## src/hw/rtl/plip_ram.sv

```systemverilog
// plip_ram: generic single write port, single read port ram with registered read
// no dependencies

module plip_ram #(
    parameter int unsigned WIDTH = 64,
    parameter int unsigned DEPTH = 64
) (
    input  logic                     i_clk,
    input  logic                     i_we,
    input  logic [$clog2(DEPTH)-1:0] i_waddr,
    input  logic [WIDTH-1:0]         i_wdata,
    input  logic [$clog2(DEPTH)-1:0] i_raddr,
    output logic [WIDTH-1:0]         o_rdata
);

    logic [WIDTH-1:0] r_mem [DEPTH];
    logic [WIDTH-1:0] r_rdata;

    always_ff @(posedge i_clk) begin
        if (i_we) begin
            r_mem[i_waddr] <= i_wdata;
        end
        r_rdata <= r_mem[i_raddr];
    end

    assign o_rdata = r_rdata;

endmodule

```

## config.mk

```make
export PLATFORM = sky130hd
export DESIGN_NAME = plip_ram
export DESIGN_NICKNAME = d
export VERILOG_FILES = /design/src/hw/rtl/plip_ram.sv
export SDC_FILE = /design/constraint.sdc
export NUM_CORES = 2
export LEC_CHECK = 0
export BUFFER_PORTS_ARGS = -buffer_cell sky130_fd_sc_hd__buf_2
export CAP_MARGIN = 20
export CORE_UTILIZATION = 30
export DETAILED_ROUTE_END_ITERATION = 8
export GPL_TIMING_DRIVEN = 1
export PLACE_DENSITY = 0.54
export SETUP_SLACK_MARGIN = 0.2
export SYNTH_ARGS = -nofsm -noshare
export SYNTH_HDL_FRONTEND = slang
export SYNTH_SLANG_ARGS = --single-unit
```

## constraint.sdc

```tcl
create_clock -name i_clk -period 14.75 [get_ports i_clk]
set_input_delay 0.7375 -clock i_clk [delete_from_list [all_inputs] [get_ports i_clk]]
set_output_delay 0.7375 -clock i_clk [all_outputs]
set_load 0.05 [all_outputs]
```

==> results.yml <==
run_status:
  status: "complete, no violations"
final_layout:
  fin_nets: 7093
  drive_above_1_share: 0.285
  final_cell_mix: "edfxtp_1, mux4_2, clkbuf_16, buf_4, a22oi_1"
  final_common_cell: "edfxtp_1"
  syn_to_final_growth_pct: 15.3
route:
  wl_mm: 471
  first_pass_iters: 7
  drt.antenna.violating_nets: 0
  wl_per_cell_um: 32.9
  routed_via_density: 5.31
  num_vias: 76100
  drc: 0
  first_iter_violations: 9539
critical_path:
  cp_max_fo: 111
  crit_family: "buffers and inverters"
  worst_path_max_delay_cell: "buf_4"
  cp.arrival_ns: 5.22
  critical_path_buf_inv_count: 4
  r2r_cells: 5
  r2r_slack_ns: 12.30
  critPathRequiredTime_ns: 15.55
  r2r_end: "o_rdata[32]"
  criticalPathCategory: "in -> reg"
  worstSetupStartpointType: "input pin"
  critPathCaptureType: "flip-flop"
  crit_path_max_incr_delay_ns: 0.78
  worstPathCellList: "buf_12 -> buf_4 -> buf_4 -> buf_12 -> mux4_2 -> mux2i_1 -> o22ai_1 -> a41oi_1 -> a211oi_1"
  worstReg2RegStart: "r_mem[10][32]"
timing:
  clock_skew_ns: 0.0594
  fin_crit_ns: 4.42
  relSlewSlack: 0.148
  period_share: 0.300
  setup_violations: 0
  grt_setup_unrepaired: "false"
  hold_viol_final: 0
  slew_violations: 0
  max_freq_ghz: 0.226
  worst_pin_slew_ns: 1.28
  final.setup.tns_ns: 0
clock_network:
  clkLatencyLatePin_ns: 0.96
  ctsHoldBuffers: 0
  cts_root_buf: "clkbuf_16"
  ctsResizeCount: 0
  path_clk_slew_ns: 0.06
  tritoncts: "yes"
  cts_made_buffers: 427
  post-cts-setup-buffers: 0
  cts_max_level: 5
  numClockSinks: 4160
  ctsLongestPathBuffers: 4
yosys:
  synthesis.nets: 6676
  ys_ff_latch: 4160
  synth_area_um2: 156000
  async_flop_share: 0
  postSynthAreaPerCell_um2: 23.7
  netlist_instances: 6598
  yosysWarnings: 0
  ys_seq_area_frac: 0.795
  yosys_most_used_dff: "edfxtp_1"
  ys_types: 33
  synth-edff-count: 4096
pwr:
  p_total_mw: 24.9
  leakage_nw: 55.1
  max-vdd-ir-drop_v: 0.000100
  power.density_nw_per_um2: 138
global_route:
  gr-usage-met2: 0.288
  met1_usage: 0.244
  grt_usage: 0.176
  grt-busiest-layer: "met2"
  grt_use_met3: 0.0295
  grt_start_max_net_pins: 112
  grt_pass1_vias: 77200
  grt_first_pass_wirelength_mm: 642
  antenna_found_initial: 81
  overflow: 0
die:
  core_um2: 518000
  die_area_um2: 524000
  chipWidth_um: 724
  start_util: 0.302
  row_count: 264
  die_h_um: 724
  io_pins: 142
min_path:
  min_path_type: "in -> reg"
  hold_path.startpoint: "i_wdata[17]"
  min_to: "r_mem[43][17]"
  min_path_cells: 1
placement:
  portBuffers: 141
  dp_hpwl_mm: 247
  place_congestion: 0.752
flow_run:
  drv_cap: 0
## logic make-up after synthesis
| kind of cell | share of synthesized area |
|---|---|
| and+or+nand+nor | 0.0124 |
| AOI/OAI and AO/OA | 0.0248 |
| buffers and inverters | 0.0118 |
| muxes | 0.156 |
| DFF | 0.795 |
## worst max-delay path by stage
stage	from	endpoint	slack (ns)	cells past startpoint
floorplan	i_waddr[3]	r_mem[48][0]	8.58	4
global placement	i_raddr[0]	o_rdata[49]	9.24	9
detailed placement	i_raddr[0]	o_rdata[41]	9.17	9
CTS	i_raddr[0]	o_rdata[41]	10.26	9
global route	i_raddr[0]	o_rdata[41]	9.92	9
finish	i_raddr[0]	o_rdata[41]	10.33	9
## cells in the mapped netlist, types with 58 or more instances
library cell | number | share of area
a22oi_1 | 168 | 0.0081
mux4_2 | 1024 | 0.15
and3_1 | 64 | 0.0026
buf_2 | 170 | 0.0054
nand2_1 | 58 | 0.0014
dfxtp_1 | 64 | 0.0082
a211oi_1 | 63 | 0.0030
nor2_1 | 112 | 0.0027
clkbuf_1 | 140 | 0.0034
o22ai_1 | 83 | 0.0033
a22o_1 | 88 | 0.0049
mux2i_1 | 135 | 0.0086
edfxtp_1 | 4096 | 0.79
## per-layer routing
metal,vias to the layer above,share of wire,wire length [µm]
met1,42400,0.41,194000
met3,696,0.080,37900
met5,-,0.00024,111
met4,18,0.028,13000
met2,3620,0.48,226000
li1,29400,-,-
## cell type report
type / instances / area (µm²)
Multi-Input combinational cell: 2049 / 30800
Fill cell: 47800 / 338000
Timing Repair Buffer: 358 / 2730
Clock inverter: 217 / 1900
Antenna cell: 28 / 70.1
Tap cell: 6916 / 8650
Inverter: 19 / 71.3
Clock buffer: 577 / 11800
Sequential cell: 4160 / 124000
## sequential cells by signal, indices dropped and copies added, names as in the netlist
| signal | count |
|---|---|
| r_mem | 4096 |
| o_rdata | 64 |
## power by group
| group | internal (mW) | switching, mW |
|---|---|---|
| registers | 13.1 | 0.0534 |
| clock network | 6.00 | 4.58 |
| logic | 0.406 | 0.800 |
| total | 19.5 | 5.43 |
## through the flow
stage          instances  area [µm²]  setup WS, ns  hold slack, ns   util
6_report           14300      180000         10.33          0.0401  0.348
5_1_grt            14300      180000          9.92          0.0125  0.348
4_1_cts            14300      180000         10.26           0.411  0.348
3_5_place_dp       13500      166000          9.17           0.839  0.321
3_3_place_gp       13500      166000          9.24           0.842  0.321
2_1_floorplan       6598      156000          8.58           0.788      -
(Power assumes the default switching activity.)
